## src/sv/assert_macros.svh

```systemverilog
// ----------------------------------------------------------------------------
// assert_macros.svh
// Shared concurrent assertion macros for the shape pair overlap block.
// ----------------------------------------------------------------------------
`ifndef ASSERT_MACROS_SVH
`define ASSERT_MACROS_SVH

// Clocked check, masked while reset is held
`define SPOT_ASSERT(lbl, prop, msg) \
    lbl: assert property (@(posedge aclk) disable iff (!aresetn) (prop)) else $error(msg);

// Clocked check that also runs through reset
`define SPOT_ASSERT_RST(lbl, prop, msg) \
    lbl: assert property (@(posedge aclk) (prop)) else $error(msg);

`endif

```

## src/sv/spot_pkg.sv

```systemverilog
// ----------------------------------------------------------------------------
// spot_pkg
// Widths, field offsets, pair kinds and inter-stage structs for the shape
// pair overlap pipeline.
// ----------------------------------------------------------------------------
package spot_pkg;

    // Coordinate format: signed Q.8, extents one bit narrower and unsigned
    localparam int COORD_BITS = 24;
    localparam int EXT_BITS   = COORD_BITS - 1;
    // Edges, corners and centre +/- radius need one extra bit
    localparam int WIDE_BITS  = COORD_BITS + 1;
    // Difference of two wide values
    localparam int DIFF_BITS  = COORD_BITS + 2;
    localparam int SQ_BITS    = 2 * COORD_BITS;

    // Stream packing
    localparam int KIND_BITS    = 2;
    localparam int IN_BITS      = 4 * COORD_BITS + 4 * EXT_BITS;
    localparam int S_TDATA_BITS = ((IN_BITS + 7) / 8) * 8;
    localparam int M_TDATA_BITS = 8;

    localparam int OFF_AX = 0;
    localparam int OFF_AY = OFF_AX + COORD_BITS;
    localparam int OFF_AE = OFF_AY + COORD_BITS;
    localparam int OFF_AH = OFF_AE + EXT_BITS;
    localparam int OFF_BX = OFF_AH + EXT_BITS;
    localparam int OFF_BY = OFF_BX + COORD_BITS;
    localparam int OFF_BE = OFF_BY + COORD_BITS;
    localparam int OFF_BH = OFF_BE + EXT_BITS;

    typedef enum logic [KIND_BITS-1:0] {
        KIND_CC   = 2'd0,   // circle a, circle b
        KIND_CR   = 2'd1,   // circle a, rectangle b
        KIND_RR   = 2'd2,   // rectangle a, rectangle b
        KIND_NONE = 2'd3    // unused code, never hits
    } pair_kind_t;

    typedef logic signed [COORD_BITS-1:0] coord_t;
    typedef logic        [EXT_BITS-1:0]   ext_t;
    typedef logic signed [WIDE_BITS-1:0]  wide_t;
    typedef logic signed [DIFF_BITS-1:0]  diff_t;
    typedef logic        [DIFF_BITS-1:0]  mag_t;
    typedef logic        [COORD_BITS-1:0] rad_t;
    typedef logic        [SQ_BITS-1:0]    sq_t;
    typedef logic        [SQ_BITS:0]      sqsum_t;

    // One accepted transaction
    typedef struct packed {
        pair_kind_t kind;
        coord_t     ax;
        coord_t     ay;
        ext_t       ae;
        ext_t       ah;
        coord_t     bx;
        coord_t     by;
        ext_t       be;
        ext_t       bh;
    } shape_pair_t;

    // Early decision carried down the pipe
    typedef struct packed {
        logic fixed;    // answer already known
        logic hit;      // that answer
    } verdict_t;

    typedef struct packed {
        verdict_t verdict;
        wide_t    px;
        wide_t    qx;
        wide_t    py;
        wide_t    qy;
        rad_t     r;
    } bounds_out_t;

    typedef struct packed {
        verdict_t verdict;
        rad_t     m1;
        rad_t     m2;
        rad_t     r;
    } mag_out_t;

    typedef struct packed {
        verdict_t verdict;
        sq_t      s1;
        sq_t      s2;
        sq_t      r2;
    } square_out_t;

endpackage

```

## src/sv/spot_bounds.sv

```systemverilog
// ----------------------------------------------------------------------------
// spot_bounds
// Stage 1: rectangle edges, bounding-box reject, corner selection and the
// rectangle-rectangle overlap. Picks the operand pairs for the distance test.
// ----------------------------------------------------------------------------
`include "assert_macros.svh"

module spot_bounds
    import spot_pkg::*;
(
    input  logic        aclk,
    input  logic        aresetn,
    input  logic        en,
    input  logic        in_valid,
    input  shape_pair_t in_item,
    output logic        out_valid,
    output bounds_out_t out_data
);

    logic        valid_reg;
    bounds_out_t data_reg;
    bounds_out_t data_next;

    wide_t ax_w, ay_w, bx_w, by_w;
    wide_t ae_w, ah_w, be_w, bh_w;
    wide_t a_right, a_bottom, b_right, b_bottom;
    wide_t cx_hi, cx_lo, cy_hi, cy_lo;
    logic  reject, x_left, x_right, y_above, y_below, overlap;
    rad_t  r_sum;

    // Sign / zero extension to the wide format
    always_comb begin
        ax_w = {in_item.ax[COORD_BITS-1], in_item.ax};
        ay_w = {in_item.ay[COORD_BITS-1], in_item.ay};
        bx_w = {in_item.bx[COORD_BITS-1], in_item.bx};
        by_w = {in_item.by[COORD_BITS-1], in_item.by};
        ae_w = {2'b00, in_item.ae};
        ah_w = {2'b00, in_item.ah};
        be_w = {2'b00, in_item.be};
        bh_w = {2'b00, in_item.bh};
    end

    // Edges and box tests
    always_comb begin
        a_right  = ax_w + ae_w;
        a_bottom = ay_w + ah_w;
        b_right  = bx_w + be_w;
        b_bottom = by_w + bh_w;
        cx_hi    = ax_w + ae_w;
        cx_lo    = ax_w - ae_w;
        cy_hi    = ay_w + ae_w;
        cy_lo    = ay_w - ae_w;
        reject   = (cx_hi < bx_w) || (cx_lo > b_right) ||
                   (cy_hi < by_w) || (cy_lo > b_bottom);
        x_left   = ax_w < bx_w;
        x_right  = ax_w > b_right;
        y_above  = ay_w < by_w;
        y_below  = ay_w > b_bottom;
        overlap  = !((bx_w > a_right) || (ax_w > b_right)) &&
                   !((by_w > a_bottom) || (ay_w > b_bottom));
        r_sum    = {1'b0, in_item.ae} + {1'b0, in_item.be};
    end

    // Per pair kind: early verdict and distance operands
    always_comb begin
        data_next.verdict.fixed = 1'b1;
        data_next.verdict.hit   = 1'b0;
        data_next.px            = ax_w;
        data_next.qx            = bx_w;
        data_next.py            = ay_w;
        data_next.qy            = by_w;
        data_next.r             = r_sum;
        case (in_item.kind)
            KIND_CC: begin
                data_next.verdict.fixed = 1'b0;
            end
            KIND_CR: begin
                data_next.qx = x_left  ? bx_w : b_right;
                data_next.qy = y_above ? by_w : b_bottom;
                data_next.r  = {1'b0, in_item.ae};
                if (reject) begin
                    data_next.verdict.hit = 1'b0;
                end else if (!(x_left || x_right) || !(y_above || y_below)) begin
                    // centre within the x or y span: edge contact
                    data_next.verdict.hit = 1'b1;
                end else begin
                    data_next.verdict.fixed = 1'b0;
                end
            end
            KIND_RR: begin
                data_next.verdict.hit = overlap;
            end
            default: begin
                data_next.verdict.hit = 1'b0;
            end
        endcase
    end

    // Stage register
    always_ff @(posedge aclk) begin
        if (!aresetn) begin
            valid_reg <= 1'b0;
        end else if (en) begin
            valid_reg <= in_valid;
        end
    end

    always_ff @(posedge aclk) begin
        if (en && in_valid) begin
            data_reg <= data_next;
        end
    end

    assign out_valid = valid_reg;
    assign out_data  = data_reg;

    // Rectangle pairs are always settled in this stage
    `SPOT_ASSERT(a_rr_settled, (en && in_valid && in_item.kind == KIND_RR) |=> (out_valid && out_data.verdict.fixed), "rectangle pair left unsettled")
    `SPOT_ASSERT(a_cc_open, (en && in_valid && in_item.kind == KIND_CC) |=> (out_valid && !out_data.verdict.fixed), "circle pair settled early")

endmodule

```

## config.mk

```make
export PLATFORM = sky130hd
export DESIGN_NAME = spot_bounds
export DESIGN_NICKNAME = d
export VERILOG_FILES = /design/src/sv/spot_pkg.sv /design/src/sv/spot_bounds.sv
export VERILOG_INCLUDE_DIRS = /design/src /design/src/sv
export SDC_FILE = /design/constraint.sdc
export NUM_CORES = 1
export LEC_CHECK = 0
export BUFFER_PORTS_ARGS = -buffer_cell sky130_fd_sc_hd__buf_2
export CAP_MARGIN = 20
export CORE_MARGIN = 4
export CORE_UTILIZATION = 53
export DETAILED_ROUTE_END_ITERATION = 10
export PLACE_DENSITY = 0.76
export SYNTH_ARGS = -nofsm -noshare
export SYNTH_HDL_FRONTEND = slang
export SYNTH_SLANG_ARGS = --single-unit
```

## constraint.sdc

```tcl
create_clock -name aclk -period 16.6 [get_ports aclk]
set_input_delay 3.32 -clock aclk [delete_from_list [all_inputs] [get_ports aclk]]
set_output_delay 3.32 -clock aclk [all_outputs]
set_load 0.02 [all_outputs]
```

==> results.py, run 1 <==
metrics = {
    "critical_path": {
        "setup.reg_to_reg.worst_slack_ns": 15.91,
        "rr_endpoint": "out_valid$_SDFFE_PN0P_",
        "critPathMaxStageDelay_ns": 0.76,
        "crit_path_start": "in_item[140]",
        "timing.rr.start": "out_valid$_SDFFE_PN0P_",
        "worst_setup_path_end_kind": "flop",
        "cp-start-kind": "input pin",
        "cp_max_fo": 5,
        "crit_arrival_ns": 9.13,
        "required_ns": 16.80,
        "critPathSlowestCell": "a2111oi_0",
        "crit_path_end": "out_data[125]$_DFFE_PP_",
        "reg2regPathDepth": 2,
        "criticalPathCategory": "in -> reg",
    },
    "clock_network": {
        "clk_pin_slew_ns": 0.06,
        "numClockSinks": 125,
        "hold_buffers": 0,
        "clock_path_buffers": 2,
        "cts_tree": "yes",
        "cts_buffers": 17,
        "cts_root_buf": "clkbuf_16",
        "clkLatencyLatePin_ns": 0.45,
        "cts_setup_buffers": 0,
        "cts_resized": 0,
        "htreeDepth": 4,
    },
    "logic_synthesis": {
        "syn-mean-instance-area_um2": 8.67,
        "synth.distinct_cells": 95,
        "synth_top_cell_by_area": "ha_1",
        "synth_cells": 2103,
        "synthesis.area_um2": 18200,
        "yosysWarnings": 0,
        "synthTopCellsByArea": "ha_1 (28%), edfxtp_1 (20%), xnor2_1 (5.2%)",
        "syn_nets": 2706,
        "synth-edff-count": 124,
        "async_flop_share_pct": 0,
        "ys.flop_type": "edfxtp_1",
        "synth_top_area_share_pct": 27.5,
        "synthTopCellsByCount": "ha_1 (401), a21oi_1 (183), inv_1 (161), nor2_1 (139), o21ai_0 (130)",
        "ys_ff_latch": 125,
        "synth-seq-area-share_pct": 20.5,
        "yosysMostFrequentCell": "ha_1",
    },
    "pwr": {
        "power_switching_uw": 659,
        "seq_power_share_pct": 23.4,
        "comb_power_share_pct": 49.9,
        "p_int_uw": 993,
        "swShare_pct": 39.9,
        "clkPwrFrac_pct": 26.8,
        "p_leak_uw": 0.00990,
        "powerDensity_nw_per_um2": 78.9,
        "vdd_drop_max_mv": 0.0789,
    },
    "sta": {
        "rsz0062_at_grt": "no",
        "fin_worst_skew_ns": 0,
        "fmax_mhz": 112,
        "tightest_slew_ns": 0.971,
        "setup_violations": 0,
        "final.setup.tns_ns": 0,
        "drv_slew": 0,
        "hold_viol": 0,
        "fin_crit_sh_pct": 53.8,
        "period_minus_slack_ns": 8.94,
        "relSlewSlack_pct": 33.6,
    },
    "routing": {
        "drc_errors": 0,
        "drt_iter0_drc": 1153,
        "finalWirelength_um": 56400,
        "wl_per_cell_um": 19.7,
        "viasPerCell": 6.02,
        "vias": 17262,
        "drtAntennaViolNets": 0,
        "dr.pass1.iters": 5,
    },
    "global_route": {
        "busiest_layer": "met2",
        "met1_usage_pct": 38.0,
        "antenna_found_initial": 2,
        "grt_usage_pct": 28.9,
        "met3_usage_pct": 4.24,
        "grt_max_degree": 70,
        "grt_pass1_vias": 16982,
        "grt_pass1_wl_um": 87500,
        "grt.overflow.total": 0,
        "grt_util_met2_pct": 47.5,
    },
    "place": {
        "dp_hpwl_um": 47400,
        "port_buffers": 320,
        "gp_congestion": 0.958,
    },
    "floorplanning": {
        "ios": 321,
        "die_h_um": 194,
        "start_util_pct": 54.0,
        "die_area_um2": 37500,
        "die_w_um": 194,
        "core_um2": 33800,
        "rows": 67,
    },
    "run_status": {
        "status": "finished clean",
    },
    "final_layout": {
        "finalNetCount": 3006,
        "area_delta_synth_final_pct": 14.8,
        "drive_gt1_share_pct": 16.6,
        "final_core_util_pct": 62.0,
    },
    "worst_hold_path": {
        "hp-class": "reg -> reg",
    },
    "flow_run": {
        "maxCapViolCount": 0,
    },
}
## how the worst min path moves through the flow
stage                      startpoint                endpoint  slack [ns]  cells after the start
4_1_cts        out_valid$_SDFFE_PN0P_  out_valid$_SDFFE_PN0P_        0.62                      2
5_1_grt        out_valid$_SDFFE_PN0P_  out_valid$_SDFFE_PN0P_        0.66                      2
3_3_place_gp   out_valid$_SDFFE_PN0P_  out_valid$_SDFFE_PN0P_        0.55                      2
6_report       out_valid$_SDFFE_PN0P_  out_valid$_SDFFE_PN0P_        0.60                      2
2_1_floorplan  out_valid$_SDFFE_PN0P_  out_valid$_SDFFE_PN0P_        0.69                      2
3_5_place_dp   out_valid$_SDFFE_PN0P_  out_valid$_SDFFE_PN0P_        0.60                      2
## state kept, by name (all words and copies together) (netlist names)
name,flops
out_data,124
out_valid,1
## logic make-up (layout without fill, tap and decap cells)
group	Yosys count	after routing	synth area share [%]
DFF	125	125	20.5
muxes	25	25	1.39
other	0	2	0
buffers and inverters	205	518	4.38
xor gates and xnor gates	155	155	7.54
and+or+nand+nor	567	567	15.5
adders and majority gates	412	412	28.5
AOI/OAI and AO/OA	614	614	22.1
## critical path: cells and delay by family
| kind | cells | cell delay [ns] |
|---|---|---|
| buffers and inverters | 2 | 0.20 |
| and+or+nand+nor | 4 | 0.66 |
| AOI/OAI and AO/OA | 17 | 4.05 |
| adders and majority gates | 3 | 0.92 |
## layout by cell type, fill, tap and decap left out, drive strengths merged, types with 9 or more instances in the layout
cell type,count
buf,325
o21bai,24
a31oi,11
nand4,30
nor4,10
o211ai,16
o31a,10
clkbuf,17
nand2,123
o31ai,16
nor2,139
and3,14
ha,401
edfxtp,124
inv,162
or3,14
or2,9
a21o,79
mux2i,23
nor2b,37
o21a,20
xnor2,109
nand2b,48
nand3,51
xor2,46
o41ai,12
a211oi,27
a21oi,187
and2,12
o21ai,141
nor3,52
## layout make-up
type | instances | area, µm²
inverters | 161 | 604
multi-input cells | 1773 | 13700
clock buffers | 17 | 425
diodes | 2 | 5.00
fillers | 2925 | 12800
repair buffers | 325 | 1640
flip-flops and latches | 125 | 3740
well taps | 448 | 561
clock inverters | 15 | 244
## metrics by stage
step                      hold WS, ns  area (µm²)  setup slack [ns]  total power, µW  cells
after floorplan                 0.694       18200              8.49              967   2103
after global placement          0.553       20300              7.53             1180   2832
after detailed placement        0.599       20300              7.35             1200   2832
after CTS                       0.620       20900              7.79             1650   2864
after global routing            0.659       20900              7.17             1770   2866
final                           0.605       20900              7.66             1650   2866
## per-layer routing
layer | wire, µm | vias to the layer above
met5 | 0 | -
met4 | 2160 | 0
met3 | 3350 | 97
li1 | - | 8411
met2 | 25800 | 609
met1 | 25100 | 8145
## power by group through the flow
stage	logic, µW	registers (µW)	clock network [µW]
after floorplan	541	426	0
after global placement	791	392	0
after detailed placement	812	392	0
after CTS	818	386	446
after global routing	919	388	462
final	824	386	442
Power figures use the tool's default switching activity.
==> run 2: changes to the inputs <==
ABC_AREA = 1   (was unset)
PLACE_DENSITY = 0.79   (was 0.76)
clock period = 7.6 ns   (was 16.6 ns; I/O delays follow)
==> run 2 against run 1 <==
Area after synthesis rose by 0.82%. Utilization about the same. First-iteration DRC count up 1.1%. Flip-flop and latch count unchanged. Clock skew unchanged. Register-to-register slack got worse by 8.9 ns. Hold slack got worse by 0.13 ns. Clock-buffer cell count is the same.
==> results.py, run 2 <==
metrics = {
    "run_status": {
        "status": "finished clean",
    },
    "routing": {
        "drt_iter0_drc": 1166,
        "wl_per_cell_um": 20.1,
        "vias": 18545,
        "finalWirelength_um": 63900,
        "viasPerCell": 5.83,
        "drc_errors": 0,
        "dr.pass1.iters": 6,
        "drtAntennaViolNets": 0,
    },
    "logic_synthesis": {
        "async_flop_share_pct": 0,
        "synth_top_cell_by_area": "ha_1",
        "synthesis.area_um2": 18400,
        "ys.flop_type": "edfxtp_1",
        "yosysWarnings": 0,
        "synth_top_area_share_pct": 27.3,
        "synth_cells": 2418,
        "synthTopCellsByCount": "nand2_1 (422), ha_1 (401), inv_1 (297), a21oi_1 (281), o21ai_0 (163)",
        "synth-edff-count": 124,
        "yosysMostFrequentCell": "nand2_1",
        "syn_nets": 3021,
        "synth-seq-area-share_pct": 20.4,
        "ys_ff_latch": 125,
        "syn-mean-instance-area_um2": 7.61,
        "synthTopCellsByArea": "ha_1 (27%), edfxtp_1 (20%), nand2_1 (8.6%)",
        "synth.distinct_cells": 60,
    },
    "floorplanning": {
        "start_util_pct": 54.3,
        "ios": 321,
        "core_um2": 33900,
        "die_area_um2": 37700,
        "die_w_um": 194,
        "die_h_um": 194,
        "rows": 67,
    },
    "place": {
        "dp_slack_ns": 1.44,
        "port_buffers": 320,
        "gp_congestion": 0.997,
        "dp_hpwl_um": 54400,
        "dpl.cell_count": 3146,
    },
    "clock_network": {
        "cts_resized": 0,
        "cts_root_buf": "clkbuf_16",
        "clk_pin_slew_ns": 0.06,
        "numClockSinks": 125,
        "cts_buffers": 17,
        "cts_tree": "yes",
        "hold_buffers": 0,
        "clock_path_buffers": 2,
        "cts_setup_buffers": 0,
        "clkLatencyLatePin_ns": 0.45,
        "htreeDepth": 4,
    },
    "critical_path": {
        "worst_setup_path_end_kind": "flop",
        "critPathMaxStageDelay_ns": 0.41,
        "cp-start-kind": "input pin",
        "crit_path_end": "out_data[125]$_DFFE_PP_",
        "crit_path_start": "in_item[120]",
        "timing.rr.start": "out_valid$_SDFFE_PN0P_",
        "critical_path_buf_inv_count": 4,
        "required_ns": 7.80,
        "critPathSlowestCell": "ha_1",
        "path_delay_family": "compound AO/OA/AOI/OAI gates",
        "criticalPathCategory": "in -> reg",
        "crit_arrival_ns": 6.04,
        "reg2regPathDepth": 2,
        "cp_num_cells": 25,
        "rr_endpoint": "out_valid$_SDFFE_PN0P_",
        "cp_max_fo": 8,
        "setup.reg_to_reg.worst_slack_ns": 7.02,
    },
    "final_layout": {
        "final_cells": 3179,
        "finalNetCount": 3320,
        "layout_common_cells": "nand2_1 (422), ha_1 (401), buf_2 (320), inv_1 (296), a21oi_1 (281)",
        "layout_commonest_cell": "nand2_1",
        "largest_reg_flops": 124,
        "drive_gt1_share_pct": 15.1,
        "area_delta_synth_final_pct": 14.0,
    },
    "sta": {
        "fin_worst_skew_ns": 0,
        "hold_viol": 0,
        "fmax_mhz": 171,
        "relSlewSlack_pct": 34.9,
        "drv_slew": 0,
        "layout_setup_ws_ns": 1.75,
        "fin_crit_sh_pct": 76.9,
        "final.setup.tns_ns": 0,
        "tightest_slew_ns": 0.976,
        "period_minus_slack_ns": 5.85,
        "rsz0062_at_grt": "no",
        "setup_violations": 0,
    },
    "global_route": {
        "antenna_found_initial": 1,
        "met1_usage_pct": 39.7,
        "met3_usage_pct": 4.36,
        "grt_usage_pct": 32.8,
        "grt.overflow.total": 0,
        "grt_max_degree": 67,
        "grt_pass1_wl_um": 98800,
        "busiest_layer": "met2",
        "grt_util_met2_pct": 56.9,
        "grt_pass1_vias": 18738,
    },
    "worst_hold_path": {
        "hp-class": "reg -> reg",
    },
    "pwr": {
        "p_leak_uw": 0.0106,
        "p_total_uw": 3570,
        "vdd_drop_max_mv": 0.174,
        "powerDensity_nw_per_um2": 170,
    },
    "flow_run": {
        "maxCapViolCount": 0,
    },
}
run 2: changes by cell type after synthesis, sizes merged, moves of 23 or more:
cell	delta
xnor2	-79
inv	+143
nand2b	-48
mux2i	-23
xor2	+78
nand2	+311
o21ai	+50
nand3	+46
a21oi	+97
nor2b	-37
a21o	-68
run 2: worst min-delay path by stage:
stage | cells after the start | from | slack (ns) | endpoint
2_1_floorplan | 2 | out_valid$_SDFFE_PN0P_ | 0.54 | out_valid$_SDFFE_PN0P_
3_3_place_gp | 2 | out_valid$_SDFFE_PN0P_ | 0.45 | out_valid$_SDFFE_PN0P_
3_5_place_dp | 2 | out_valid$_SDFFE_PN0P_ | 0.47 | out_valid$_SDFFE_PN0P_
4_1_cts | 2 | out_valid$_SDFFE_PN0P_ | 0.48 | out_valid$_SDFFE_PN0P_
5_1_grt | 2 | out_valid$_SDFFE_PN0P_ | 0.51 | out_valid$_SDFFE_PN0P_
6_report | 2 | out_valid$_SDFFE_PN0P_ | 0.47 | out_valid$_SDFFE_PN0P_
run 2: tightest hold or removal path, delay by kind of cell, from the launching register on:
family / cells / cell delay, ns
flops: 1 / 0.31
simple gates: 1 / 0.05
compound gates: 1 / 0.06
run 2: layout make-up:
class	count	area, µm²
flip-flops and latches	125	3740
fillers	3139	12900
well taps	448	561
clock buffers	17	425
multi-input cells	1943	13300
repair buffers	326	1650
inverters	304	1140
diodes	1	2.50
clock inverters	15	164
run 2: power breakdown:
part	switching, µW	total, µW	internal, µW
Sequential	13.6	842	828
Clock	383	872	488
Combinational	1210	1860	653
run 2: per-layer routing:
metal  share of wire [%]  wire length (µm)  vias to the layer above
met4                 5.7              3640                        0
met5                   0                 0                        -
met1                  42             26500                     8632
li1                    -                 -                     9053
met2                  47             30100                      720
met3                 5.7              3610                      140
run 2: cells by family (layout without fill, tap and decap cells):
| kind of cell | after synthesis | in the layout | share of synthesized area, % |
|---|---|---|---|
| XOR/XNOR | 154 | 154 | 7.33 |
| flip-flops | 125 | 125 | 20.4 |
| adder cells (fa/ha/maj) | 409 | 409 | 28.1 |
| other | 0 | 1 | 0 |
| buffers and inverters | 350 | 662 | 7.42 |
| AO/OA/AOI/OAI | 600 | 600 | 18.3 |
| AND/OR/NAND/NOR | 780 | 780 | 18.4 |
run 2: stage by stage:
step | utilization (%) | hold slack, ns | cell area, µm²
final | 61.9 | 0.475 | 21000
after global routing | 61.9 | 0.507 | 21000
after CTS | 61.9 | 0.480 | 21000
after detailed placement | 60.2 | 0.473 | 20400
after global placement | 60.2 | 0.454 | 20400
after floorplan | - | 0.544 | 18400
==> run 3: changes to the inputs <==
clock period = 5.1 ns   (was 7.6 ns; I/O delays follow)
==> run 3 against run 2 <==
Sequential share of layout area decreased by 1.3 points. Sequential power increased by 50%. Clock power increased by 47%. Via count increased by 4.5%. Global-route usage increased by 0.99 points. Cell count increased by 6.1%. Hold slack improved by 0.010 ns. Non-clock buffer count increased by 193. Total power increased by 56%. Design area increased by 7.7%. Die area unchanged. Flip-flop and latch count unchanged. Critical path type unchanged.
==> results.py, run 3 (same netlist as run 2, synthesis figures left out) <==
metrics = {
    "clock_network": {
        "clkLatencyLatePin_ns": 0.45,
        "cts_buffers": 17,
        "clk_pin_slew_ns": 0.06,
        "hold_buffers": 0,
        "cts_root_buf": "clkbuf_16",
        "cts_tree": "yes",
        "numClockSinks": 125,
        "clock_path_buffers": 2,
        "htreeDepth": 4,
    },
    "sta": {
        "relSlewSlack_pct": 47.7,
        "tightest_slew_ns": 0.784,
        "fin_crit_sh_pct": 96.3,
        "drv_slew": 0,
        "hold_viol": 0,
        "period_minus_slack_ns": 4.91,
        "fin_worst_skew_ns": 0,
        "fmax_mhz": 204,
        "final.setup.tns_ns": 0,
        "setup_violations": 0,
    },
    "place": {
        "port_buffers": 320,
        "dp_hpwl_um": 56500,
        "gp_congestion": 0.987,
    },
    "critical_path": {
        "timing.rr.start": "out_valid$_SDFFE_PN0P_",
        "crit_path_start": "in_item[141]",
        "cp-start-kind": "input pin",
        "crit_arrival_ns": 5.23,
        "worst_setup_path_end_kind": "flop",
        "reg2regPathDepth": 2,
        "cp_max_fo": 7,
        "criticalPathCategory": "in -> reg",
        "required_ns": 5.42,
        "rr_endpoint": "out_valid$_SDFFE_PN0P_",
        "setup.reg_to_reg.worst_slack_ns": 4.50,
    },
    "routing": {
        "drt_iter0_drc": 1304,
        "drc_errors": 0,
        "vias": 19387,
        "viasPerCell": 5.75,
        "wl_per_cell_um": 19.6,
        "drtAntennaViolNets": 0,
        "dr.pass1.iters": 5,
        "finalWirelength_um": 66100,
    },
    "worst_hold_path": {
        "holdCritStartpoint": "out_valid$_SDFFE_PN0P_",
        "hp-class": "reg -> reg",
        "min_to": "out_valid$_SDFFE_PN0P_",
        "hold_depth": 2,
    },
    "pwr": {
        "vdd_drop_max_mv": 0.266,
        "powerDensity_nw_per_um2": 246,
        "p_leak_uw": 0.0116,
    },
    "global_route": {
        "grt_usage_pct": 33.8,
        "grt.overflow.total": 0,
        "antenna_found_initial": 3,
        "grt_pass1_vias": 19435,
        "grt_max_degree": 67,
        "grt_pass1_wl_um": 102000,
    },
    "final_layout": {
        "largest_reg_flops": 124,
        "drive_gt1_share_pct": 21.5,
        "n_fill_cell": 2948,
        "layout_commonest_cell": "nand2_1",
        "area_delta_synth_final_pct": 22.8,
        "finalNetCount": 3513,
        "final_core_util_pct": 66.7,
        "layout_common_cells": "nand2_1 (422), ha_1 (398), buf_2 (320), inv_1 (296), a21oi_1 (279)",
    },
    "floorplanning": {
        "die_area_um2": 37700,
        "rows": 67,
        "ios": 321,
        "core_um2": 33900,
        "die_w_um": 194,
        "die_h_um": 194,
        "start_util_pct": 54.3,
    },
    "flow_run": {
        "maxCapViolCount": 0,
    },
    "run_status": {
        "status": "finished clean",
    },
}
[run 3: worst max-delay path, cell delays in order]
cell and delay [ns]:
buf_2 0.11, buf_4 0.17, ha_1 0.19, a21o_1 0.18, a31oi_2 0.19, nor2_1 0.07
o21ai_1 0.13, nand2_1 0.12, nand2_1 0.08, nand2_1 0.13, a21oi_1 0.20, buf_4 0.15
o21ai_1 0.09, nand2_1 0.08, nand2_1 0.12, nand4_1 0.11, nand2_1 0.07, xor2_1 0.14
ha_2 0.41, inv_1 0.08, nor3_2 0.23, nor3b_4 0.26, nand3_1 0.14, nand3_1 0.16
nand3_1 0.16, nor3_1 0.19, nand3_1 0.11, a21oi_2 0.15
[run 3: per-layer routing]
metal / vias to the layer above / global-route usage (%) / routed length (µm)
met3: 146 / 4.36 / 4450
met5: - / 0 / 0
met1: 8989 / 42.4 / 27300
met2: 816 / 57.4 / 30800
li1: 9436 / - / -
met4: 0 / 16.8 / 3590
[run 3: stage by stage]
step | total power [µW] | hold WS (ns) | std cells | setup WS [ns] | instance area (µm²)
final | 5560 | 0.485 | 3373 | 0.188 | 22600
after CTS | 5500 | 0.490 | 3368 | 0.0931 | 22400
after detailed placement | 4210 | 0.474 | 3337 | -0.317 | 21800
after global placement | 4120 | 0.452 | 3337 | -0.306 | 21800
after global routing | 5950 | 0.530 | 3373 | -0.0234 | 22600
after floorplan | 3130 | 0.544 | 2418 | 0.575 | 18400
[run 3: how the worst max path moves through the flow]
stage	end
2_1_floorplan	out_data[124]$_DFFE_PP_
3_3_place_gp	out_data[125]$_DFFE_PP_
3_5_place_dp	out_data[125]$_DFFE_PP_
4_1_cts	out_data[125]$_DFFE_PP_
5_1_grt	out_data[124]$_DFFE_PP_
6_report	out_data[124]$_DFFE_PP_
[run 3: layout make-up]
cell class                 count  area (µm²)  share of cell area (%)
multi-input combinational   1943       13400                    59.4
sequential                   125        3740                    16.6
timing repair buffer         519        3130                    13.9
inverter                     304        1140                    5.06
tap                          448         561                    2.48
clock buffer                  19         433                    1.92
clock inverter                12         148                   0.654
antenna                        3        7.51                  0.0332
[run 3: what timing repair did]
item | 4_1_cts | 5_1_grt
gates resized for setup | 0 | 31
hold endpoints to repair | 0 | 0
setup buffers | 0 | 2
endpoints found under the setup margin | 0 | 2
[run 3: report_power, final]
| part | switching [µW] | internal (µW) |
|---|---|---|
| clock | 518 | 760 |
| combinational | 1860 | 1170 |
| sequential | 21.7 | 1230 |
| total | 2400 | 3160 |
